File: src/rtl/assert_macros.svh
// Assertion helpers shared by the RTL.
`ifndef ASSERT_MACROS_SVH
`define ASSERT_MACROS_SVH

// Same-cycle implication.
`define ASSERT_IMPLIES(lbl, clk, rst_n, ant, cons) \
  lbl: assert property (@(posedge clk) disable iff (!rst_n) (ant) |-> (cons)) \
    else $error("assertion failed: same-cycle implication");

// Next-cycle implication.
`define ASSERT_NEXT(lbl, clk, rst_n, ant, cons) \
  lbl: assert property (@(posedge clk) disable iff (!rst_n) (ant) |=> (cons)) \
    else $error("assertion failed: next-cycle implication");

`endif

File: src/rtl/teg_pkg.sv
package teg_pkg;

  localparam int unsigned VecW     = 32;
  localparam int unsigned VecFrac  = 16;
  localparam int unsigned AreaW    = 48;
  localparam int          AreaFrac = 32;
  localparam int unsigned DivW     = 32;

  typedef enum logic {
    CMD_CURRENT = 1'b0,
    CMD_LOOP    = 1'b1
  } cmd_e;

  typedef enum logic [1:0] {
    VTX_A    = 2'd0,
    VTX_B    = 2'd1,
    VTX_C    = 2'd2,
    VTX_NONE = 2'd3
  } pos_e;

endpackage

File: src/rtl/teg_div_cell.sv
module teg_div_cell #(
  parameter int RW = 51,
  parameter int PW = 156
) (
  input  logic                              clk_i,
  input  logic                              rst_ni,
  input  logic                              en_i,
  input  logic                              valid_i,
  input  logic [RW-1:0]                     div_i,
  input  logic [2:0][RW-1:0]                rem_i,
  input  logic [2:0][teg_pkg::DivW-1:0]     lo_i,
  input  logic [2:0][teg_pkg::DivW-1:0]     q_i,
  input  logic [PW-1:0]                     pay_i,
  output logic                              valid_o,
  output logic [RW-1:0]                     div_o,
  output logic [2:0][RW-1:0]                rem_o,
  output logic [2:0][teg_pkg::DivW-1:0]     lo_o,
  output logic [2:0][teg_pkg::DivW-1:0]     q_o,
  output logic [PW-1:0]                     pay_o
);
  import teg_pkg::*;

  logic                  valid_q;
  logic [RW-1:0]         div_q;
  logic [2:0][RW-1:0]    rem_q, rem_d;
  logic [2:0][DivW-1:0]  lo_q, lo_d, q_q, q_d;
  logic [PW-1:0]         pay_q;
  logic [RW:0]           rem_sh [3];
  logic [RW:0]           diff [3];
  logic [2:0]            ge;

  always_comb begin
    for (int k = 0; k < 3; k++) begin
      rem_sh[k] = {rem_i[k], lo_i[k][DivW-1]};
      diff[k]   = rem_sh[k] - {1'b0, div_i};
      ge[k]     = rem_sh[k] >= {1'b0, div_i};
      rem_d[k]  = ge[k] ? diff[k][RW-1:0] : rem_sh[k][RW-1:0];
      q_d[k]    = {q_i[k][DivW-2:0], ge[k]};
      lo_d[k]   = lo_i[k] << 1;
    end
  end

  always_ff @(posedge clk_i or negedge rst_ni) begin
    if (!rst_ni) begin
      valid_q <= 1'b0;
    end else if (en_i) begin
      valid_q <= valid_i;
    end
  end

  always_ff @(posedge clk_i) begin
    if (en_i) begin
      div_q <= div_i;
      rem_q <= rem_d;
      lo_q  <= lo_d;
      q_q   <= q_d;
      pay_q <= pay_i;
    end
  end

  assign valid_o = valid_q;
  assign div_o   = div_q;
  assign rem_o   = rem_q;
  assign lo_o    = lo_q;
  assign q_o     = q_q;
  assign pay_o   = pay_q;

endmodule

File: config.mk
export PLATFORM = sky130hd
export DESIGN_NAME = teg_div_cell
export DESIGN_NICKNAME = d
export VERILOG_FILES = /design/src/rtl/assert_macros.svh /design/src/rtl/teg_pkg.sv /design/src/rtl/teg_div_cell.sv
export SDC_FILE = /design/constraint.sdc
export NUM_CORES = 1
export LEC_CHECK = 0
export ABC_CLOCK_PERIOD_IN_PS = 2500
export BUFFER_PORTS_ARGS = -buffer_cell sky130_fd_sc_hd__buf_2
export CORE_AREA = 10 10 422 424
export DETAILED_ROUTE_END_ITERATION = 16
export DIE_AREA = 0 0 432 434
export SYNTH_ARGS = -nofsm -noshare
export SYNTH_HDL_FRONTEND = slang
export SYNTH_SLANG_ARGS = --single-unit
export TNS_END_PERCENT = 30
File: constraint.sdc
create_clock -name clk_i -period 2.5 [get_ports clk_i]
set_clock_uncertainty 0.1 [all_clocks]
set_input_delay 0.125 -clock clk_i [delete_from_list [all_inputs] [get_ports clk_i]]
set_output_delay 0.125 -clock clk_i [all_outputs]
set_load 0.01 [all_outputs]
==> results_dict.tcl <==
set metrics [dict create \
    preCtsSetupSlack_ns -1.38 \
    grt_overflow 0 \
    arrival_ns 3.17 \
    yosys_warnings 0 \
    status "finished, violations left" \
    p_leak_nw 22.5 \
    cts_tree "built" \
    rsz0062_at_grt "yes" \
    p_sw_frac 0.304 \
    final.min_clock_period_ns 2.86 \
    end_kind "flip-flop" \
    drt_pass1_iterations 5 \
    via_count 28648 \
    fin_util 0.305 \
    place_hpwl_um 137000 \
    drive_gt1_frac 0.499 \
    wl_um 172000 \
    clk_latency_ns 0.66 \
    die-area_um2 187000 \
    synth_area_um2 27400 \
    pwr-share-seq 0.381 \
    place.gp.congestion 0.957 \
    fin_nets 5260 \
    die_width_um 432 \
    ir_drop_uv 619 \
    start_util 0.162 \
    min_period_over_period 1.14 \
    clkTransAtPathRegs_ns 0.06 \
    power_switching_mw 9.41 \
    synth.distinct_cells 81 \
    antenna_found_initial 55 \
    drv_cap 0 \
    grt_max_degree 71 \
    highest_layer "met5" \
    worstPathMaxFanout 5 \
    synth_seq_cells 550 \
    cpPeakStageDelay_ns 0.50 \
    grt_pass1_vias 29914 \
    syn_to_final_growth_pct 87.6 \
    p_clk_frac 0.312 \
    hold_violations 3 \
    slew_violations 0 \
    power.density_nw_per_um2 602 \
    worstHoldPathType "input port to flip-flop" \
    worstSetupPathType "input port to flip-flop" \
    path_cells "buf_8 > clkinvlp_4 > buf_6 > ha_4 > buf_6 > o31a_1 > o31a_1 > o21ai_4 > a21oi_4 > or4b_4 > nand2_4 > o21a_4 > buf_4 > buf_8 > buf_12 > o21ai_2" \
    mostFrequentLayoutCells "1085 x buf_2, 678 x buf_4, 554 x dlygate4sd3_1" \
    clock_sinks 550 \
    cts-buffers-inserted 60 \
    ant_nets 0 \
    yosys_most_used_dff "edfxtp_1" \
    cts_buffer_depth 3 \
    htreeDepth 2 \
    io_buffers 1102 \
    synth.avg_cell_area_um2 12.8 \
    fp-row-count 151 \
    yosysTopAreaCell "edfxtp_1" \
    holdWs_ns -0.254 \
    die_h_um 434 \
    layout_commonest_cell "buf_2" \
    fin_ws_ns -0.355 \
    root_buffer "clkbuf_16" \
    synth_area_leaders "edfxtp_1 60%, ha_1 7.0%, mux2_2 3.7%" \
    cp_slowest_cell "or4b_4" \
    wire_per_inst_um 25.1 \
    vias_per_cell 4.19 \
    clock.fmax_mhz 350 \
    start_kind "input port" \
    drt-met1-wl_um 52000 \
    setup_violations 155 \
    critPathRequiredTime_ns 2.82 \
    yosysTopAreaCellShare 0.601 \
    grt_pass1_wl_um 228000 \
    route.met2.wl_um 95700 \
    grt_use_total 0.170 \
    synth_seq_area_share 0.602 \
    core-area_um2 169000 \
    tightest_slew_ns 0.635 \
    violations "hold timing, setup timing" \
    relSlewSlack 0.576 \
    async_reset_ff_frac 0.00182 \
    synthCells 2149 \
    ioPinCount 1109 \
    synth-edff-count 549 \
    drt_iter0_drc 1575 \
    power_frac_comb 0.307 \
    drc 0 \
    met3_length_um 9030 \
    p_int_mw 21.6 \
]
## synthesized netlist by cell type, types with 29 or more instances
library cell	count
xor2_1	54
mux2_2	89
xnor2_1	82
nand2_1	129
a21oi_1	199
edfxtp_1	549
nand4_1	37
inv_1	100
clkbuf_1	43
o21ai_0	95
a21o_1	88
nor3_1	29
nor2_1	128
nand3_1	38
ha_1	153
## state kept, by name (all words and copies together) (netlist names)
name	count
div_o	51
rem_o	153
valid_o	1
pay_o	156
lo_o	93
q_o	96
## worst paths after layout
path                          start         end  slack [ns]  depth (start not counted)
setup / recovery           div_i[3]  rem_o[110]       -0.36                         16
hold / removal             lo_i[63]   rem_o[51]       -0.25                          3
setup reg to reg            valid_o     valid_o        1.64                          1
hold reg to reg             valid_o     valid_o        0.43                          1
max in group asynchronous    rst_ni     valid_o        1.99                          3
min in group asynchronous    rst_ni     valid_o        0.20                          3
## power by group through the flow
stage | combinational [mW] | sequential [mW] | clock (mW)
after floorplan | 2.71 | 12.3 | 0
final | 9.52 | 11.8 | 9.67
after global placement | 7.71 | 12.0 | 0
after global routing | 10.1 | 11.9 | 10.2
after detailed placement | 7.75 | 12.0 | 0
after CTS | 9.28 | 11.8 | 9.90
## cell families after synthesis
kind of cell	after synthesis	share of synthesized area
AO/OA/AOI/OAI	576	0.134
XOR/XNOR	136	0.0434
adder cells (fa/ha/maj)	156	0.0719
buffers and inverters	179	0.0295
flip-flops	550	0.602
multiplexers	105	0.0426
other	1	0.000137
AND/OR/NAND/NOR	446	0.0768
## through the flow
stage	TNS (ns)	area (µm²)	std cells	power, mW
2_1_floorplan	-65.66	27700	2151	15.0
3_3_place_gp	-200.67	41100	6082	19.7
3_5_place_dp	-200.85	41100	6082	19.7
4_1_cts	-25.34	50500	6787	31.0
5_1_grt	-42.18	51500	6839	32.1
6_report	-34.65	51500	6844	31.0
## final cells by class
cell class	count	area (µm²)
timing repair buffer	2413	17600
fill	17065	118000
clock buffer	69	1560
sequential	550	16500
tap	2218	2780
multi-input combinational	1422	12000
clock inverter	43	526
antenna	28	70.1
inverter	101	427
## timing repair
item | CTS | global route
hold endpoints to repair | 582 | 8
setup buffers | 39 | 23
pin swaps | 76 | 57
endpoints found under the setup margin | 156 | 155
hold buffers | 547 | 7
gates cloned | 9 | 3
resized for setup | 313 | 132
## metal layers
layer,up-vias,track usage
li1,13005,-
met1,14035,0.148
met2,1170,0.339
met3,420,0.0324
met4,18,0.131
met5,-,0
## worst max-delay path: cells and delay by family
| family | cells | cell delay, ns |
|---|---|---|
| buf+inv | 7 | 1.00 |
| simple gates | 2 | 0.59 |
| fa+ha+maj | 1 | 0.15 |
| compound gates | 6 | 1.28 |
No activity file was read; power rests on OpenSTA's default activity.
