$ cat src/rtl/assert_macros.svh
// Assertion helpers shared by the RTL.
`ifndef ASSERT_MACROS_SVH
`define ASSERT_MACROS_SVH

// Same-cycle implication.
`define ASSERT_IMPLIES(lbl, clk, rst_n, ant, cons) \
  lbl: assert property (@(posedge clk) disable iff (!rst_n) (ant) |-> (cons)) \
    else $error("assertion failed: same-cycle implication");

// Next-cycle implication.
`define ASSERT_NEXT(lbl, clk, rst_n, ant, cons) \
  lbl: assert property (@(posedge clk) disable iff (!rst_n) (ant) |=> (cons)) \
    else $error("assertion failed: next-cycle implication");

`endif

$ cat src/rtl/teg_sqrt_cell.sv
module teg_sqrt_cell #(
  parameter int RW = 51,
  parameter int PW = 78
) (
  input  logic            clk_i,
  input  logic            rst_ni,
  input  logic            en_i,
  input  logic            valid_i,
  input  logic [2*RW-1:0] s_i,
  input  logic [RW+1:0]   rem_i,
  input  logic [RW-1:0]   root_i,
  input  logic [PW-1:0]   pay_i,
  output logic            valid_o,
  output logic [2*RW-1:0] s_o,
  output logic [RW+1:0]   rem_o,
  output logic [RW-1:0]   root_o,
  output logic [PW-1:0]   pay_o
);

  logic            valid_q;
  logic [2*RW-1:0] s_q, s_d;
  logic [RW+1:0]   rem_q, rem_d, rem_sh, trial;
  logic [RW-1:0]   root_q, root_d;
  logic [PW-1:0]   pay_q;
  logic            ge;

  always_comb begin
    rem_sh = {rem_i[RW-1:0], s_i[2*RW-1 -: 2]};
    trial  = {root_i, 2'b01};
    ge     = rem_sh >= trial;
    rem_d  = ge ? rem_sh - trial : rem_sh;
    root_d = {root_i[RW-2:0], ge};
    s_d    = s_i << 2;
  end

  always_ff @(posedge clk_i or negedge rst_ni) begin
    if (!rst_ni) begin
      valid_q <= 1'b0;
    end else if (en_i) begin
      valid_q <= valid_i;
    end
  end

  always_ff @(posedge clk_i) begin
    if (en_i) begin
      s_q    <= s_d;
      rem_q  <= rem_d;
      root_q <= root_d;
      pay_q  <= pay_i;
    end
  end

  assign valid_o = valid_q;
  assign s_o     = s_q;
  assign rem_o   = rem_q;
  assign root_o  = root_q;
  assign pay_o   = pay_q;

endmodule

$ cat config.mk
export PLATFORM = sky130hd
export DESIGN_NAME = teg_sqrt_cell
export DESIGN_NICKNAME = d
export VERILOG_FILES = /design/src/rtl/assert_macros.svh /design/src/rtl/teg_sqrt_cell.sv
export SDC_FILE = /design/constraint.sdc
export NUM_CORES = 1
export LEC_CHECK = 0
export BUFFER_PORTS_ARGS = -buffer_cell sky130_fd_sc_hd__buf_2
export CAP_MARGIN = 10
export CORE_AREA = 2 2 223 225
export CTS_CLUSTER_SIZE = 40
export DETAILED_ROUTE_END_ITERATION = 8
export DIE_AREA = 0 0 225 227
export GPL_ROUTABILITY_DRIVEN = 1
export GPL_TIMING_DRIVEN = 0
export HOLD_SLACK_MARGIN = 0.03
export PLACE_DENSITY = 0.59
export SETUP_SLACK_MARGIN = 0.5
export SLEW_MARGIN = 15
export SYNTH_ARGS = -nofsm -noshare
export SYNTH_HDL_FRONTEND = slang
export SYNTH_SLANG_ARGS = --single-unit
export TNS_END_PERCENT = 50
$ cat constraint.sdc
create_clock -name clk_i -period 0.9 [get_ports clk_i]
set_input_delay 0.225 -clock clk_i [delete_from_list [all_inputs] [get_ports clk_i]]
set_output_delay 0.225 -clock clk_i [all_outputs]
set_load 0.005 [all_outputs]
==> results.md <==
### Drt
• per-cell via count in the routed design: 4.61
• number of detailed-route iterations in the first pass: 5
• per-cell routed wire length: 22.1 um
• DRC violation count after routing: 0
• residual antenna-violating net count after detailed routing: 0
• detailed router's first-iteration violation count: 541
• routed vias: 10.2k
• drt total wl: 49000 um

### Place
• number of port buffers: 568
• final RePlAce weighted congestion: 0.831
• DP Wirelength: 37400 um

### Logic synthesis
• share of synthesized area occupied by flip-flops and latches: 66.5%
• asr flop ratio synth: 0.353%
• gate count of the mapped netlist: 910
• average cell area after synthesis: 14.0 um^2
• most frequently used cell type in the post-synthesis netlist: edfxtp_1
• warnings from Yosys: 0
• cell type contributing the most total cell area after synthesis: edfxtp_1
• prevailing post-synth register cell: edfxtp_1
• list of most frequent post-synthesis cells: edfxtp_1, inv_1, a21oi_1, ha_1, nor2_1
• Seq cells post-synth: 283
• share of the synthesized area in the top cell type: 66.3%
• count of different cell masters after synthesis: 61
• Post-synth EDFFs: 282
• post-synthesis instance area: 0.0128 mm^2
• most area-consuming cells after synthesis: edfxtp_1, ha_1, mux2_2, a21oi_1, xnor2_1

### Cells and area
• count of fill cells added during filler insertion: 4635
• number of nets in the finished design: 1907
• Area Growth Syn to Fin: 52.3%
• layout cell share with drive strength beyond 1: 53.0%

### Die
• die area: 0.0511 mm^2
• initial standard-cell utilization of the core: 26.3%
• # IOs: 573
• Die Wd: 225 um
• height of the die: 227 um
• CORE AREA: 0.0485 mm^2
• standard-cell row count: 81

### Critical path
• required time of the critical path: 1.18 ns
• startpoint type of the worst setup path: primary input
• cell type with the highest occurrence count on the critical path: buf_12
• maximum single-stage delay on the critical path: 0.41 ns
• CP Cell Sequence: buf_4 -> inv_2 -> ha_4 -> clkbuf_8 -> nand4_1 -> or3_1 -> o21bai_4 -> a2111oi_4 -> o211ai_4 -> and2_4 -> buf_6 -> clkinv_8 -> buf_12 -> buf_12 -> mux2_4
• buffers plus inverters on the worst setup path: 7
• classification of the worst setup path: primary input to flip-flop
• cell with the largest stage delay on the worst path: or3_1
• category of the worst setup path capture point: flip-flop
• Critical Path Fanout Max: 7
• cell family with the largest share of critical-path delay: simple AND/OR/NAND/NOR gates
• crit path DAT: 2.97 ns

### Timing
• min setup slack post-route: -1.80 ns
• maximum clock frequency: 371 MHz
• post-layout min period: 2.70 ns
• headroom to the max-slew limit: 58.3%
• Hold Slack: -0.150 ns
• final hold vios: 229
• Max Slew Vio Count: 0
• total of endpoints with negative setup slack in the final report: 337
• setup TNS: -193.92 ns
• transition time of the tightest slew-check pin: 0.619 ns
• RSZ-0062 raised after global routing: true
• Tcrit/Tclk final: 300%
• Layout Skew: 0 ns

### CTS
• # H-tree levels: 2
• Clock Tree Buf Depth: 3
• CTS buffer count: 35
• clock tree from TritonCTS: built
• clock-pin transition on the worst setup and hold timing paths: 0.06 ns
• worst skew pair latency: 0.54 ns
• root buffer selected by CTS: clkbuf_16
• number of clock sinks: 283
• cts-stage hold buffer count: 1

### Power
• power density relative to cell area: 1960 mW/mm^2
• Leak: 8.35 nW
• worst ir drop on vdd: 1.35 mV

### GRT
• met2 layer usage reported by global route: 29.8%
• met3 GRT Util: 4.94%
• pin count of the biggest net entering global routing: 74
• busiest grt layer: met2
• initial antenna violation count: 14
• number of global-route vias before repair: 9964
• global-route total usage across every layer: 18.0%
• total congestion overflow after global routing: 0
• GRT met1 Usage: 23.0%
• first-pass GRT wire length: 66700 um

### Outcome
• violated checks: hold timing, setup timing
• status: finished, violations left

### Job
• Max-Cap Viols: 0

### Worst hold path
• worst min path class: primary input to flip-flop

placed cells by master (no fill, tap or decap), types with 4 or more instances in the layout:
| cell type | n |
|---|---|
| clkbuf_16 | 38 |
| o21ai_2 | 5 |
| buf_6 | 37 |
| buf_2 | 534 |
| inv_2 | 9 |
| a21oi_2 | 10 |
| clkbuf_8 | 11 |
| clkinv_1 | 5 |
| a21o_1 | 35 |
| a31oi_1 | 5 |
| o21ai_1 | 7 |
| o21bai_1 | 11 |
| nand4_1 | 18 |
| edfxtp_1 | 282 |
| ha_4 | 25 |
| clkbuf_1 | 6 |
| clkinv_2 | 4 |
| clkinvlp_4 | 4 |
| a21oi_1 | 52 |
| buf_12 | 10 |
| mux2_4 | 29 |
| nand2_2 | 5 |
| and3_1 | 4 |
| nand3_1 | 20 |
| ha_1 | 27 |
| nor2b_1 | 8 |
| buf_16 | 11 |
| xnor2_1 | 35 |
| nand2_1 | 35 |
| o21ai_0 | 21 |
| bufinv_16 | 4 |
| o211ai_1 | 7 |
| buf_4 | 34 |
| nor3_1 | 12 |
| nor2_1 | 42 |
| mux2_2 | 12 |
| xor2_1 | 10 |
| o21a_1 | 14 |
| inv_1 | 54 |
per-layer routing:
layer,vias to the layer above,routed length (um)
met3,81,3820
met2,412,23400
met1,4954,20400
met5,-,92
met4,12,1240
li1,4740,-
metrics by stage:
step | cells | setup slack [ns] | instance area (um^2) | total power, mW | util [%]
after detailed placement | 2104 | -2.97 | 17000 | 23.1 | 35.1
after CTS | 2203 | -1.78 | 19200 | 38.4 | 39.5
after floorplan | 911 | -2.07 | 13300 | 19.7 | -
after global routing | 2212 | -1.86 | 19500 | 39.7 | 40.1
final | 2214 | -1.80 | 19500 | 38.1 | 40.1
after global placement | 2101 | -4.71 | 16900 | 23.1 | 34.9
path summary, 6_finish.rpt:
check	end	cells after the start	from	slack (ns)
hold reg to reg	valid_o	1	valid_o	0.51
setup / recovery	rem_o[11]	15	root_i[21]	-1.80
max in group asynchronous	valid_o	2	rst_ni	0.80
hold / removal	pay_o[41]	1	pay_i[41]	-0.15
min in group asynchronous	valid_o	2	rst_ni	0.01
setup reg to reg	valid_o	1	valid_o	0.16
kinds of logic after synthesis:
| logic type | Yosys count | synth area share, % |
|---|---|---|
| buffers and inverters | 102 | 3.57 |
| DFF | 283 | 66.5 |
| muxes | 41 | 3.88 |
| AOI/OAI and AO/OA | 207 | 10.8 |
| adders and majority gates | 53 | 5.19 |
| xor gates and xnor gates | 45 | 3.08 |
| other | 1 | 0.0293 |
| and+or+nand+nor | 178 | 6.97 |
sequential cells by signal (all words and copies together) (netlist names):
name,cells
pay_o,78
valid_o,1
rem_o,53
s_o,100
root_o,51
report_power, final:
part / total (mW) / switching (mW) / leakage (nW) / internal, mW
sequential: 16.3 / 0.324 / 2.77 / 15.9
combinational: 7.72 / 3.87 / 5.04 / 3.85
clock: 14.1 / 5.80 / 0.543 / 8.34
timing repair:
| action | in CTS | in global routing |
|---|---|---|
| cloned | 10 | 1 |
| gates resized for setup | 128 | 57 |
| setup buffers | 27 | 8 |
| endpoints found under the setup margin | 620 | 517 |
| pin swaps | 26 | 16 |
| hold endpoints to repair | 272 | 259 |
final cells by class:
class	instances	area (um^2)	area share, %
repair buffers	618	3830	19.7
multi-input cells	526	4560	23.4
inverters	69	299	1.54
plain buffers	33	373	1.92
clock inverters	22	248	1.27
flip-flops and latches	283	8490	43.6
well taps	622	778	4.00
clock buffers	39	891	4.58
diodes	2	5.00	0.0257
Note: power is estimated with default switching activity, not from simulation.
